===== src/cnms_pkg.sv =====
// Shared types and constants for the class-aware NMS engine.
// Used by cnms_iou_unit and class_aware_nms_engine; depends on nothing.
package cnms_pkg;

   typedef struct packed {
      logic signed [15:0] bottom;
      logic signed [15:0] right;
      logic signed [15:0] top;
      logic signed [15:0] left;
   } box_type;

   typedef struct packed {
      logic done;
      logic suppress;
   } iou_res_type;

   localparam logic [15:0] IOU_THR_RESET = 16'd42598;
   localparam logic [10:0] MAX_DET_RESET = 11'd300;

   localparam logic CSR_IOU_THRESHOLD  = 1'b0;
   localparam logic CSR_MAX_DETECTIONS = 1'b1;

   localparam logic ACTION_PUSH = 1'b0;
   localparam logic ACTION_POP  = 1'b1;

endpackage


===== src/cnms_iou_unit.sv =====
// Overlap test of two boxes on one shared 18x18 signed multiplier.
// Depends on cnms_pkg (box_type, iou_res_type).
module cnms_iou_unit (
   input  logic                  clock,
   input  logic                  reset,
   input  logic                  start,
   input  cnms_pkg::box_type     box_a,
   input  cnms_pkg::box_type     box_b,
   input  logic [15:0]           iou_threshold,
   output cnms_pkg::iou_res_type res
);
   import cnms_pkg::*;

   localparam logic [1:0] ST_IDLE = 2'd0;
   localparam logic [1:0] ST_MUL  = 2'd1;
   localparam logic [1:0] ST_ACC  = 2'd2;

   localparam logic [2:0] STEP_INTER = 3'd0;
   localparam logic [2:0] STEP_AREA_A = 3'd1;
   localparam logic [2:0] STEP_AREA_B = 3'd2;
   localparam logic [2:0] STEP_RHS_LO = 3'd3;
   localparam logic [2:0] STEP_RHS_HI = 3'd4;

   logic [1:0]         state_ff, state_in;
   logic [2:0]         step_ff, step_in;
   logic signed [16:0] iw_ff, ih_ff, wa_ff, ha_ff, wb_ff, hb_ff;
   logic [15:0]        thr_ff;
   logic signed [35:0] prod_ff;
   logic [33:0]        inter_ff, area_ff, uni_ff, rhs_lo_ff;
   iou_res_type        res_ff, res_in;

   logic signed [17:0] op_a, op_b;
   logic signed [15:0] min_r, max_l, min_b, max_t;
   logic [34:0]        uni_sum;
   logic [50:0]        rhs_full;
   logic [50:0]        lhs_full;

   // Intersection edges
   assign min_r = (box_a.right  < box_b.right)  ? box_a.right  : box_b.right;
   assign max_l = (box_a.left   > box_b.left)   ? box_a.left   : box_b.left;
   assign min_b = (box_a.bottom < box_b.bottom) ? box_a.bottom : box_b.bottom;
   assign max_t = (box_a.top    > box_b.top)    ? box_a.top    : box_b.top;

   // Select multiplier operands for the current step
   always_comb begin
      case (step_ff)
         STEP_INTER: begin
            op_a = {iw_ff[16], iw_ff};
            op_b = {ih_ff[16], ih_ff};
         end
         STEP_AREA_A: begin
            op_a = {wa_ff[16], wa_ff};
            op_b = {ha_ff[16], ha_ff};
         end
         STEP_AREA_B: begin
            op_a = {wb_ff[16], wb_ff};
            op_b = {hb_ff[16], hb_ff};
         end
         STEP_RHS_LO: begin
            op_a = {2'b00, thr_ff};
            op_b = {1'b0, uni_ff[16:0]};
         end
         STEP_RHS_HI: begin
            op_a = {2'b00, thr_ff};
            op_b = {1'b0, uni_ff[33:17]};
         end
         default: begin
            op_a = '0;
            op_b = '0;
         end
      endcase
   end

   assign uni_sum  = 35'(area_ff) + 35'(prod_ff[33:0]) - 35'(inter_ff);
   assign rhs_full = 51'(rhs_lo_ff) + {prod_ff[33:0], 17'b0};
   assign lhs_full = {1'b0, inter_ff[33:0], 16'b0};

   // Step sequencer
   always_comb begin
      state_in = state_ff;
      step_in  = step_ff;
      res_in   = '0;
      case (state_ff)
         ST_IDLE: begin
            if (start) begin
               state_in = ST_MUL;
               step_in  = STEP_INTER;
            end
         end
         ST_MUL: begin
            state_in = ST_ACC;
         end
         ST_ACC: begin
            if (step_ff == STEP_INTER && (iw_ff <= 0 || ih_ff <= 0)) begin
               state_in = ST_IDLE;
               res_in   = '{done: 1'b1, suppress: 1'b0};
            end else if (step_ff == STEP_RHS_HI) begin
               state_in = ST_IDLE;
               res_in   = '{done: 1'b1, suppress: (lhs_full > rhs_full)};
            end else begin
               state_in = ST_MUL;
               step_in  = step_ff + 3'd1;
            end
         end
         default: begin
            state_in = ST_IDLE;
         end
      endcase
   end

   always_ff @(posedge clock) begin
      if (reset) begin
         state_ff <= ST_IDLE;
         step_ff  <= STEP_INTER;
         res_ff   <= '0;
      end else begin
         state_ff <= state_in;
         step_ff  <= step_in;
         res_ff   <= res_in;
      end
   end

   // Operand capture, product register and accumulators
   always_ff @(posedge clock) begin
      if (state_ff == ST_IDLE && start) begin
         iw_ff  <= 17'(min_r) - 17'(max_l);
         ih_ff  <= 17'(min_b) - 17'(max_t);
         wa_ff  <= 17'(box_a.right) - 17'(box_a.left);
         ha_ff  <= 17'(box_a.bottom) - 17'(box_a.top);
         wb_ff  <= 17'(box_b.right) - 17'(box_b.left);
         hb_ff  <= 17'(box_b.bottom) - 17'(box_b.top);
         thr_ff <= iou_threshold;
      end
      if (state_ff == ST_MUL) begin
         prod_ff <= op_a * op_b;
      end
      if (state_ff == ST_ACC) begin
         case (step_ff)
            STEP_INTER:  inter_ff  <= prod_ff[33:0];
            STEP_AREA_A: area_ff   <= prod_ff[33:0];
            STEP_AREA_B: uni_ff    <= uni_sum[33:0];
            STEP_RHS_LO: rhs_lo_ff <= prod_ff[33:0];
            default: ;
         endcase
      end
   end

   assign res = res_ff;

`ifndef SYNTH
   a_hit_needs_done: assert property (@(posedge clock) disable iff (reset)
      res_ff.suppress |-> res_ff.done)
      else $error("suppress reported without done");
   a_start_when_idle: assert property (@(posedge clock) disable iff (reset)
      start |-> state_ff == ST_IDLE)
      else $error("start while busy");
   a_step_range: assert property (@(posedge clock) disable iff (reset)
      state_ff != ST_IDLE |-> step_ff <= STEP_RHS_HI)
      else $error("step out of range");
   a_done_goes_idle: assert property (@(posedge clock) disable iff (reset)
      res_ff.done |-> state_ff == ST_IDLE)
      else $error("done while still busy");
`endif

endmodule


===== config.mk =====
export PLATFORM = sky130hd
export DESIGN_NAME = cnms_iou_unit
export DESIGN_NICKNAME = d
export VERILOG_FILES = /design/src/cnms_pkg.sv /design/src/cnms_iou_unit.sv
export SDC_FILE = /design/constraint.sdc
export NUM_CORES = 2
export LEC_CHECK = 0
export BUFFER_PORTS_ARGS = -buffer_cell sky130_fd_sc_hd__clkbuf_2
export CAP_MARGIN = 20
export CORE_ASPECT_RATIO = 1.4
export CORE_MARGIN = 3
export CORE_UTILIZATION = 40
export CTS_CLUSTER_DIAMETER = 40
export DETAILED_ROUTE_END_ITERATION = 16
export PLACE_DENSITY = 0.59
export SLEW_MARGIN = 40
export SYNTH_ARGS = -nofsm -noshare
export SYNTH_HDL_FRONTEND = slang
export SYNTH_SLANG_ARGS = --single-unit

===== constraint.sdc =====
create_clock -name clock -period 14.1 [get_ports clock]
set_input_delay 0.705 -clock clock [delete_from_list [all_inputs] [get_ports clock]]
set_output_delay 0.705 -clock clock [all_outputs]
set_load 0.005 [all_outputs]

== Yosys cells after proc, flatten, opt, wreduce, memory -nomap -nowiden ==
Index checks and enable logic that the tools add are counted.
Word-level totals
  register bits after elaboration: 295
  output and inout port bits: 2
  input bits: 147
  word-level logic and storage cells: 75
Operators by class
  equality and inequality tests: 9
  bitwise logic cells: 2
  $add $sub $neg: 10
  multipliers: 1
  reduce and logical (&&, ||, !) cells: 14
  order comparisons: 7
  multiplexer cells: 16
Operators with widths (number)
  16-bit by 16-bit subtractor with 17-bit output: 6
  18-bit case mux with 5 select lines: 1
  18-bit case mux with 4 select lines: 1
  16-bit 2-to-1 mux: 4
  34-bit by 51-bit adder with 51-bit output: 1
  50-bit by 51-bit greater-than comparator with 1-bit output: 1
  34-bit adder: 1
  17-bit by 1-bit <= comparator with 1-bit output (second input constant): 2
  18-bit by 18-bit multiplier with 34-bit output: 1
  34-bit subtractor: 1
  16-bit greater-than comparator: 2
  16-bit < comparator: 2
  3-bit 2-to-1 mux: 3
  2-bit AND reduction: 4
  3-bit by 2-bit == test with 1-bit output (second input constant): 2
  2-bit 2-to-1 mux: 3
  2-bit != test (second input constant): 3
  2-bit case mux with 3 select lines: 1
  3-bit case mux with 2 select lines: 1
  4-bit AND reduction: 1
  2-bit OR reduction: 2
  4-bit OR reduction: 1
  3-bit by 1-bit adder with 3-bit output (second input constant): 1
  3-bit by 1-bit == test with 1-bit output (second input constant): 1
  10 further kinds: 13

== Depth between registers and ports, before layout ==
  depth in word-level cells: 5
  depth in mapped cells: 34
  mapped depth without buffers: 29

== Least setup slack after synthesis ==
No wires, ideal clock.
  path type: input to register
  start: input port start
  end: register step_ff[1]
  library setup time: 115 ps
  path buffers: 0
  setup slack: 3679 ps
  data arrival time: 10305 ps
  required time: 13985 ps
  cell stages on the path: 6
  path through: nor3b_1 a21oi_1 a21oi_1 nor2_1 a31oi_1 nor2_1
On the way
  cells in the longest elaborated chain, start to end: 2
RTL lines
  start, declared: line cnms_iou_unit.sv:6  | input logic start,
  2-bit != test (no line)
  4-bit AND reduction (no line)
  end signal, assigned: line cnms_iou_unit.sv:118  | step_ff <= step_in;
  end, declared: line cnms_iou_unit.sv:25  | logic [2:0] step_ff, step_in;
No other way between the ends.
A chain may end at the register's enable or synchronous reset.

== Final worst setup path ==
  start: register step_ff[0]
  end: register prod_ff[32], data pin
On the way
  cells in the longest elaborated chain, start to end: 4
  elaborated cells on any way between the ends: 9
  those cells by class: 1 x mul; 4 x eq/ne; 2 x mux; 2 x reduce/logical
RTL lines
  3-bit == test / 3-bit by 2-bit == test with 1-bit output (equally long branches): line cnms_iou_unit.sv:46  | case (step_ff)
  2-bit OR reduction (no line)
  18-bit case mux with 4 select lines: line cnms_iou_unit.sv:46
  18-bit by 18-bit multiplier with 34-bit output (*): line cnms_iou_unit.sv:135  | prod_ff <= op_a * op_b;
  end signal, assigned: line cnms_iou_unit.sv:135
  end, declared: line cnms_iou_unit.sv:28  | logic signed [35:0] prod_ff;
Mark *: on every way between the ends. The rest lies on a longest branch, timed or not.

==> flow_metrics.tcl <==
set metrics [dict create \
    status "complete, no violations" \
    die-area_um2 85400 \
    htree_num_levels 2 \
    drc_errors 0 \
    hold_violations 0 \
    fmax_mhz 111 \
    fp.dieH_um 345 \
    synth.largest_area_cell "edfxtp_1" \
    slowest_stage "and2_1" \
    r2r_start "step_ff[0]$_SDFFE_PP0P_" \
    wl_per_cell_um 20.4 \
    syn_avg_cell_area_um2 9.70 \
    ys_warn_count 0 \
    row_count 123 \
    vias_per_cell 5.31 \
    cp_num_cells 26 \
    setup.worst_path.start "step_ff[0]$_SDFFE_PP0P_" \
    coreArea_um2 80800 \
    place_congestion 0.942 \
    hold_class "input pin to flip-flop" \
    netlist_top_cells_count "inv_1 (646), fa_1 (347), ha_1 (337), nand2_1 (316), edfxtp_1 (288)" \
    setup_viol 0 \
    ctsResizeCount 0 \
    relSlewSlack_pct 40.7 \
    cp_num_buf_inv 4 \
    cts_buffer_depth 3 \
    rsz0062_at_grt "false" \
    antenna_found_initial 3 \
    max-cap-violations 0 \
    worstPathMaxFanout 19 \
    fin_crit_ps 8990 \
    synthDistinctLibCells 86 \
    yosysMostFrequentCell "inv_1" \
    grt_pass1_vias 25886 \
    worstSetupPathType "flip-flop to flip-flop" \
    area_growth_pct 11.3 \
    drt_iter0_drc 1651 \
    grt_max_degree 80 \
    netlist_area_um2 32800 \
    dpl.hpwl_um 78400 \
    r2r_slack_ps 5110 \
    synthTopCellsByArea "edfxtp_1 (26%), fa_1 (21%), ha_1 (13%), inv_1 (7.4%), nand2_1 (3.6%)" \
    start_util_pct 40.5 \
    crit_top_cell "fa_1" \
    cts-hold-fix-buffers 0 \
    synth_seq_cells 295 \
    wirelength_um 94200 \
    syn_nets 4208 \
    postSynthCellCount 3377 \
    cts.sink_count 295 \
    synth.top_cell.area_share_pct 26.4 \
    r2r-end "prod_ff[32]$_DFFE_PN_" \
    post_cts_buffers 0 \
    crit_arrival_ps 9300 \
    synth_flop_cell "edfxtp_1" \
    max_stage_delay_ps 670 \
    drv_slew 0 \
    clk_pin_slew_ps 60 \
    nets 4352 \
    track_usage_pct 22.6 \
    io_buffers 148 \
    fillers 7773 \
    drive_above_1_share_pct 8.43 \
    drtAntennaViolNets 0 \
    clock_skew_ps 28.2 \
    worstHoldPathCells 1 \
    endpoint_kind "flip-flop" \
    worst_slew_pin_slew_ps 878 \
    first_pass_iters 8 \
    post-route-period-util_pct 63.7 \
    insertion_delay_ps 600 \
    grt_pass1_wl_um 147000 \
    required_ps 14420 \
    critPathCapture "prod_ff[32]$_DFFE_PN_" \
    tns_ps 0 \
    ys_seq_area_share_pct 26.8 \
    vias 24515 \
    die_w_um 248 \
    num_io_pins 149 \
    async_flop_share_pct 0 \
    critPathLaunchType "flip-flop" \
    gr-total-overflow 0 \
    root_buffer "clkbuf_16" \
    crit_family "adder cells" \
    reg2regPathDepth 26 \
    cts_tree "yes" \
    synth_edf_count 288 \
    cts_buffers 46 \
]
## how the worst min path moves through the flow
stage / start / endpoint / slack (ps)
after floorplan: prod_ff[20]$_DFFE_PN_ / area_ff[20]$_DFFE_PP_ / 460
final: iou_threshold[5] / thr_ff[5]$_DFFE_PP_ / 300
after global placement: step_ff[2]$_SDFFE_PP0P_ / step_ff[2]$_SDFFE_PP0P_ / 530
after CTS: iou_threshold[6] / thr_ff[6]$_DFFE_PP_ / 260
after global routing: iou_threshold[6] / thr_ff[6]$_DFFE_PP_ / 270
after detailed placement: step_ff[2]$_SDFFE_PP0P_ / step_ff[2]$_SDFFE_PP0P_ / 530
## metrics by stage
| stage | setup WS, ps | util (%) | std cells | hold slack (ps) | area (um^2) |
|---|---|---|---|---|---|
| 2_1_floorplan | 3680 | - | 3377 | 464 | 32800 |
| 3_3_place_gp | 5430 | 43.0 | 4532 | 527 | 34700 |
| 3_5_place_dp | 5240 | 43.1 | 4534 | 526 | 34800 |
| 4_1_cts | 5180 | 45.1 | 4619 | 259 | 36500 |
| 5_1_grt | 4580 | 45.1 | 4620 | 266 | 36500 |
| 6_report | 5110 | 45.1 | 4621 | 297 | 36500 |
## layer usage
layer	vias up	track usage (%)	part of all wire [%]
met3	258	3.13	4.9
li1	11622	-	-
met1	11949	25.4	38
met4	2	10.9	5.8
met2	684	41.6	52
met5	-	0	0.0096
## placed cells by master, fill, tap and decap left out, types with 9 or more instances in the layout
master and instances:
nor3_1 52, inv_1 646, and3_1 25, and4_1 23, edfxtp_1 288, a31oi_1 10
a21oi_1 126, a222oi_1 15, or3_1 17, and2_1 30, a2111oi_0 14, clkbuf_16 46
o21bai_1 15, nor4_1 15, o211ai_1 9, nor2b_1 32, o21ai_0 39, buf_4 28
nand3_1 44, a22oi_1 20, mux2i_1 51, a211oi_1 13, nand2b_1 27, a21o_1 62
nand4_1 39, xor2_1 30, o21a_1 42, fa_1 347, clkbuf_2 148, ha_1 337
nand2_1 316, o21ai_1 46, a221o_1 16, a221oi_1 21, xnor2_1 134, nor2_1 259
mux2_1 16
## registers in the layout, indices dropped and copies added, names as in the netlist
| name | cells |
|---|---|
| area_ff | 34 |
| inter_ff | 34 |
| prod_ff | 34 |
| rhs_lo_ff | 34 |
| uni_ff | 34 |
| ha_ff | 17 |
| hb_ff | 17 |
| ih_ff | 17 |
| iw_ff | 17 |
| wa_ff | 17 |
| wb_ff | 17 |
| thr_ff | 16 |
| step_ff | 3 |
| res | 2 |
| state_ff | 2 |
## cells by family after synthesis
family / Yosys count / synth area share (%)
AND/OR/NAND/NOR: 910 / 12.9
AO/OA/AOI/OAI: 528 / 11.3
flip-flops: 295 / 26.8
adder cells (fa/ha/maj): 684 / 34.1
multiplexers: 67 / 2.11
buffers and inverters: 729 / 8.40
XOR/XNOR: 164 / 4.38
## layout make-up
cell class	instances	area, um^2	area share [%]
clock buffers	49	1160	3.19
flip-flops and latches	295	8790	24.1
well taps	1062	1330	3.64
clock inverters	36	503	1.38
multi-input cells	2353	21300	58.3
repair buffers	179	992	2.72
diodes	1	2.50	0.00686
inverters	646	2420	6.65
Power is left out: the tool's default activity adds up to more than one toggle a clock period on the data nets, which glitch-free logic cannot reach.
